`src/sv/iexf_pkg.sv`:
```
package iexf_pkg;

    localparam int GRID_CELLS = 4096;
    localparam int ADDR_W     = $clog2(GRID_CELLS);
    localparam int MAX_LAYERS = 16;

    typedef enum logic [1:0] {
        ACT_LOAD  = 2'd0,
        ACT_EVAL  = 2'd1,
        ACT_CLEAR = 2'd2,
        ACT_NONE  = 2'd3
    } action_t;

    localparam logic [2:0] REG_DIM_X        = 3'd0;
    localparam logic [2:0] REG_DIM_Y        = 3'd1;
    localparam logic [2:0] REG_DIM_Z        = 3'd2;
    localparam logic [2:0] REG_FIELD_SCALE  = 3'd3;
    localparam logic [2:0] REG_ENERGY_SCALE = 3'd4;

    typedef struct packed {
        logic [6:0]         dim_x;
        logic [6:0]         dim_y;
        logic [4:0]         dim_z;
        logic signed [31:0] field_scale;
        logic signed [31:0] energy_scale;
    } cfg_t;

    // One classified transaction as handed from the front to the back.
    typedef struct packed {
        action_t            action;
        logic [ADDR_W-1:0]  own_addr;
        logic [1:0]         pvalid;
        logic [ADDR_W-1:0]  paddr_a;
        logic [ADDR_W-1:0]  paddr_b;
        logic signed [23:0] mag_x;
        logic signed [23:0] mag_y;
        logic signed [23:0] mag_z;
        logic [23:0]        sat;
        logic signed [31:0] coupling;
    } cmd_t;

    function automatic logic signed [31:0] sat32(input logic signed [63:0] v);
        logic signed [31:0] r;
        if (v > 64'sd2147483647)
            r = 32'sh7FFFFFFF;
        else if (v < -64'sd2147483648)
            r = 32'sh80000000;
        else
            r = v[31:0];
        return r;
    endfunction

    // Division by 65536 that truncates toward zero.
    function automatic logic signed [47:0] trunc16(input logic signed [63:0] p);
        logic signed [63:0] b;
        b = p + (p[63] ? 64'sd65535 : 64'sd0);
        return b[63:16];
    endfunction

endpackage

```
`src/sv/iexf_front.sv`:
```
module iexf_front (
    input  logic                      clk,
    input  logic                      rst_n,
    input  iexf_pkg::cfg_t            cfg,
    input  logic                      in_valid,
    output logic                      in_stall,
    input  logic [1:0]                action,
    input  logic [5:0]                cell_x,
    input  logic [5:0]                cell_y,
    input  logic [3:0]                cell_z,
    input  logic signed [23:0]        mag_x,
    input  logic signed [23:0]        mag_y,
    input  logic signed [23:0]        mag_z,
    input  logic [23:0]               sat_mag,
    input  logic signed [4:0]         layer_a,
    input  logic signed [4:0]         layer_b,
    input  logic signed [31:0]        coupling,
    output iexf_pkg::cmd_t            head,
    output logic                      head_valid,
    input  logic                      pop
);
    import iexf_pkg::*;

    cmd_t        q_reg [2];
    logic        wr_ptr_reg;
    logic        rd_ptr_reg;
    logic [1:0]  count_reg;
    logic        push;
    cmd_t        cmd;
    logic [ADDR_W-1:0] plane;

    function automatic logic [ADDR_W-1:0] addr_of(
        input logic [5:0] x, input logic [5:0] y, input logic [3:0] z,
        input logic [6:0] dx, input logic [ADDR_W-1:0] pl);
        logic [ADDR_W-1:0] zt;
        logic [ADDR_W-1:0] yt;
        zt = ADDR_W'(z * pl);
        yt = ADDR_W'(y * dx);
        return zt + yt + ADDR_W'(x);
    endfunction

    function automatic logic partner_ok(input logic signed [4:0] l,
                                        input logic [3:0] z, input logic [4:0] dz);
        return !l[4] && (l[3:0] != z) && ({1'b0, l[3:0]} < dz);
    endfunction

    always_comb
    begin
        plane          = ADDR_W'(cfg.dim_x * cfg.dim_y);
        cmd.action     = action_t'(action);
        cmd.own_addr   = addr_of(cell_x, cell_y, cell_z, cfg.dim_x, plane);
        cmd.paddr_a    = addr_of(cell_x, cell_y, layer_a[3:0], cfg.dim_x, plane);
        cmd.paddr_b    = addr_of(cell_x, cell_y, layer_b[3:0], cfg.dim_x, plane);
        cmd.pvalid[0]  = partner_ok(layer_a, cell_z, cfg.dim_z);
        cmd.pvalid[1]  = partner_ok(layer_b, cell_z, cfg.dim_z);
        cmd.mag_x      = mag_x;
        cmd.mag_y      = mag_y;
        cmd.mag_z      = mag_z;
        cmd.sat        = sat_mag;
        cmd.coupling   = coupling;
    end

    assign in_stall   = (count_reg == 2'd2);
    assign push       = in_valid && !in_stall;
    assign head       = q_reg[rd_ptr_reg];
    assign head_valid = (count_reg != 2'd0);

    always_ff @(posedge clk)
    begin
        if (push)
            q_reg[wr_ptr_reg] <= cmd;
    end

    always_ff @(posedge clk or negedge rst_n)
    begin
        if (!rst_n)
        begin
            wr_ptr_reg <= 1'b0;
            rd_ptr_reg <= 1'b0;
            count_reg  <= 2'd0;
        end
        else
        begin
            if (push)
                wr_ptr_reg <= !wr_ptr_reg;
            if (pop)
                rd_ptr_reg <= !rd_ptr_reg;
            count_reg <= count_reg + {1'b0, push} - {1'b0, pop};
        end
    end

endmodule

```
`config.mk`:
```
export PLATFORM = sky130hd
export DESIGN_NAME = iexf_front
export DESIGN_NICKNAME = d
export VERILOG_FILES = /design/src/sv/iexf_pkg.sv /design/src/sv/iexf_front.sv
export SDC_FILE = /design/constraint.sdc
export NUM_CORES = 1
export LEC_CHECK = 0
export ABC_AREA = 1
export BUFFER_PORTS_ARGS = -buffer_cell sky130_fd_sc_hd__buf_2
export CAP_MARGIN = 10
export CORE_ASPECT_RATIO = 1.75
export CORE_MARGIN = 5
export CORE_UTILIZATION = 56
export CTS_CLUSTER_SIZE = 30
export DETAILED_ROUTE_END_ITERATION = 16
export GPL_ROUTABILITY_DRIVEN = 0
export PLACE_DENSITY = 0.91
export SETUP_SLACK_MARGIN = 0.3
export SYNTH_ARGS = -nofsm -noshare
export SYNTH_HDL_FRONTEND = slang
export SYNTH_SLANG_ARGS = --single-unit
```
`constraint.sdc`:
```
create_clock -name clk -period 10.4 [get_ports clk]
set_clock_uncertainty 0.1 [all_clocks]
set_input_delay 0 -clock clk [delete_from_list [all_inputs] [get_ports clk]]
set_output_delay 0 -clock clk [all_outputs]
set_load 0.01 [all_outputs]
```
# Word level (Yosys, flattened, before mapping)
# Memory sizes are Yosys's and may differ from the RTL's.
# Cells that the tools add are included.
dict set report word_totals {
  n_memories 1
  inputBits 243
  ram_bits 336
  ff_bits 4
  output_inout_bits 170
}
dict set report op_classes {
  mux 2
  n_mul 5
  add_sub_neg 8
  reduce_logical 11
  n_lt_le_gt_ge 2
  n_eq_ne 3
}
# name words word_bits read_ports rd_ports_with_merged_regs wr line
set memory_table {}
lappend memory_table {q_reg 2 168 1 0 1 iexf_front.sv:24} ;# cmd_t q_reg [2];
# operator count
set op_table {}
lappend op_table {{12-bit adder} 3}
lappend op_table {{12-bit by 6-bit adder with 12-bit output} 3}
lappend op_table {{4-bit by 12-bit multiplier with 12-bit output} 3}
lappend op_table {{6-bit by 7-bit multiplier with 12-bit output} 1}
lappend op_table {{7-bit by 7-bit multiplier with 12-bit output} 1}
lappend op_table {{4-bit by 5-bit less-than comparator with 1-bit output} 2}
lappend op_table {{4-bit inequality test} 2}
lappend op_table {{1-bit logical AND} 5}
lappend op_table {{1-bit zero test} 5}
lappend op_table {{2-bit by 1-bit adder with 2-bit output} 1}
lappend op_table {{2-bit == test, second input constant} 1}
lappend op_table {{1-bit two-way mux} 2}
lappend op_table {{2-bit nonzero test} 1}
lappend op_table {{2-bit by 1-bit subtractor with 2-bit output} 1}

# Depth between registers and ports, before layout
dict set report logic_depth {
  depth_word 5
  depth_mapped 35
  depth_no_buf 34
}

# Worst setup path after synthesis
# OpenSTA, ideal clock, no wires.
dict set report synth_path {
  path_type {reg-to-reg}
  start {reg count_reg[1]}
  end {mem q_reg[0][0] in the netlist's numbering, enable pin}
  setup_slack_ps 1982
  path_stages_with_launch 4
  period_less_slack_ps 8418
  t_arrival_ps 7618
  n_path_buf 0
  required_time_ps 9601
  path_cell_list {dfrtp_1 inv_1 o21ai_0 nor2_1}
}
dict set report synth_via {
  elab_chain_len 5
}
# item line
set synth_lines {}
lappend synth_lines {{start, declared} iexf_front.sv:27} ;# logic [1:0] count_reg;
lappend synth_lines {{start signal, assigned} iexf_front.sv:88} ;# count_reg <= count_reg + {1'b0, push} - {1'b0, pop};
lappend synth_lines {{2-bit == test} iexf_front.sv:63} ;# assign in_stall = (count_reg == 2'd2);
lappend synth_lines {{1-bit zero test} iexf_front.sv:64} ;# assign push = in_valid && !in_stall;
lappend synth_lines {{1-bit logical AND} iexf_front.sv:64}
lappend synth_lines {{1-bit two-way mux} iexf_front.sv:70} ;# if (push)
lappend synth_lines {{1-bit two-way mux (not written as such)} iexf_front.sv:71} ;# q_reg[wr_ptr_reg] <= cmd;
lappend synth_lines {{end, declared} iexf_front.sv:24}
# Every way passes these cells.

==> flow_summary.json <==
{
  "synth_most_common_cell": "inv_1",
  "ant_nets": 0,
  "synth_top_area_share_pct": 49.50,
  "synth_top_area_cell": "edfxtp_1",
  "hold_viol_final": 0,
  "drive_gt1_share_pct": 27.47,
  "cp.arrival_ps": 7040,
  "crit_fanout": 13,
  "hold_class": "in2reg",
  "crit_path_top_delay_cell": "fa_1",
  "end_kind": "register",
  "worstSetupPathType": "in2reg",
  "yosysSeqAreaShare_pct": 49.99,
  "syn2layout_area_growth_pct": 21.97,
  "synth_cell_types": 40,
  "synthCells": 1690,
  "maxCapViolations": 0,
  "crit_buf_inv": 11,
  "finalMaxSlewViolations": 0,
  "die-width_um": 154.2,
  "drtIter0Drc": 1184,
  "routedWlPerCell_um": 22.64,
  "period_minus_slack_ps": 6846,
  "finalSetupTns_ps": 0,
  "fin_crit_sh_pct": 65.82,
  "htree_levels": 1,
  "synthArstFlopShare_pct": 1.176,
  "rsz0062_at_grt": "false",
  "ctsLongestPathBuffers": 3,
  "synth_seq_cells": 340,
  "grt_max_degree": 151,
  "dieArea_mm2": 0.04047,
  "start_util_pct": 56.57,
  "synthTopCellsByCount": "349 x inv_1, 336 x edfxtp_1, 256 x nand2_1, 168 x mux2_2, 139 x fa_1",
  "grt-ovfl-total": 0,
  "fp.dieH_um": 262.4,
  "cp-start-kind": "input pin",
  "avgSynthCellArea_um2": 12.06,
  "synthFlopType": "edfxtp_1",
  "fin_nets": 2655,
  "slew_headroom_pct": 22.87,
  "tightest_slew_ps": 1149,
  "clk_latency_ps": 540,
  "antenna_found_initial": 8,
  "vias": 14910,
  "status": "complete, no violations",
  "grt.total_usage_pct": 29.12,
  "drc": 0,
  "cts_tree": "done",
  "dr.pass1.iters": 8,
  "dp_hpwl_um": 39090,
  "crit_required_ps": 10590,
  "crit_top_cell": "inv_1",
  "numCtsBuffers": 24,
  "grt_pass1_vias": 15980,
  "root_buffer": "clkbuf_16",
  "largest_register_ffs": 336,
  "rows": 92,
  "cts.sinks": 340,
  "yosys_warnings": 0,
  "cp_slowest_stage_delay_ps": 540,
  "synthTopCellsByArea": "edfxtp_1 49%, fa_1 14%, mux2_2 9.3%",
  "coreArea_mm2": 0.03603,
  "crit_family": "adder cells",
  "post_cts_resized": 0,
  "setup_viol": 0,
  "max_freq_ghz": 0.1461,
  "ios": 413,
  "synth_edf_count": 336,
  "drt_wl_total_um": 60210,
  "fill_cells": 2174,
  "syn-num-nets": 2179,
  "grt_pass1_wl_um": 91470,
  "io_buffers": 348,
  "synth.cell_area_mm2": 0.02038,
  "fin_util_pct": 69.00,
  "avgViaCountPerCell": 5.607,
  "clkTransAtPathRegs_ps": 80
}
[cell type report]
type / count / area [um2] / area share, %
flip-flops and latches: 340 / 10190 / 41.00
multi-input cells: 953 / 8695 / 34.97
repair buffers: 492 / 3181 / 12.79
inverters: 355 / 1335 / 5.370
clock buffers: 26 / 629.4 / 2.531
well taps: 470 / 588.1 / 2.365
clock inverters: 18 / 227.7 / 0.9160
diodes: 5 / 12.51 / 0.05033
[cells by family after synthesis]
logic type | Yosys count | share of synthesized area [%]
and+or+nand+nor | 427 | 9.030
buffers and inverters | 397 | 7.427
adders and majority gates | 246 | 20.22
DFF | 340 | 49.99
muxes | 168 | 9.281
xor gates and xnor gates | 54 | 2.431
AOI/OAI and AO/OA | 58 | 1.620
[layout by cell type (no fill, tap or decap), types with 3 or more instances in the layout]
cell | synthesis | routed
dlygate4sd3_1 | 0 | 138
clkinv_2 | 0 | 4
nand2_4 | 3 | 3
xor2_1 | 37 | 37
nand3_1 | 33 | 33
nand2_1 | 256 | 256
nand3_2 | 8 | 8
nor2_1 | 88 | 86
edfxtp_1 | 336 | 336
nor2_4 | 2 | 4
inv_1 | 349 | 349
bufinv_16 | 0 | 5
a21oi_1 | 34 | 34
mux2_2 | 168 | 168
fa_1 | 139 | 139
clkbuf_16 | 0 | 25
nor3_1 | 7 | 7
clkinv_4 | 0 | 4
nand2_2 | 12 | 12
o21bai_1 | 4 | 4
nor4_1 | 3 | 3
nand3b_1 | 4 | 4
clkinv_1 | 2 | 6
ha_1 | 107 | 107
diode_2 | 0 | 5
nand4_1 | 7 | 7
buf_2 | 9 | 348
dfrtp_1 | 4 | 3
xnor2_1 | 14 | 14
o21ai_0 | 9 | 9
a21o_1 | 6 | 6
inv_2 | 3 | 3
buf_4 | 0 | 5
[metal layers]
| layer | global-route usage, % | vias up | part of all wire, % |
|---|---|---|---|
| met5 | 0 | - | 0.047 |
| li1 | - | 6425 | - |
| met2 | 52.03 | 1012 | 52 |
| met1 | 31.37 | 7216 | 32 |
| met4 | 18.25 | 6 | 7.3 |
| met3 | 5.289 | 249 | 8.7 |
[worst reg2reg max path, delay by kind of cell (launching register included)]
kind | cells | cell delay (ps)
flip-flops | 1 | 380
buffers and inverters | 3 | 1610
AND/OR/NAND/NOR | 1 | 180
AO/OA/AOI/OAI | 1 | 300
[per-stage QoR]
stage	area [um2]	hold slack, ps	setup slack [ps]	cells
6_report	24860	69.88	3554	2659
5_1_grt	24860	76.77	3153	2659
4_1_cts	24850	8.839	3618	2654
3_5_place_dp	22610	-283.6	3056	2472
3_3_place_gp	22610	-293.1	3257	2472
2_1_floorplan	20380	-395.6	1982	1690
[path summary, 6_finish.rpt]
kind / startpoint / to / slack [ps] / depth (start not counted)
setup / recovery: cfg[81] / q_reg[0][151] / 3550 / 33
hold / removal: layer_a[0] / q_reg[0][140] / 70 / 4
setup reg to reg: count_reg[1] / q_reg[1][50] / 7410 / 5
hold reg to reg: count_reg[0] / count_reg[0] / 510 / 1
max in group asynchronous: rst_n / rd_ptr_reg / 9660 / 3
min in group asynchronous: rst_n / count_reg[1] / 310 / 3
[timing repair]
item / in CTS / in global routing
setup buffers: 0 / 0
hold buffers: 138 / 0
endpoints found under the hold margin: 272 / 0
Power is not shown: default switching activity piles up to over one toggle a cycle in this logic, so the estimate is an artifact.
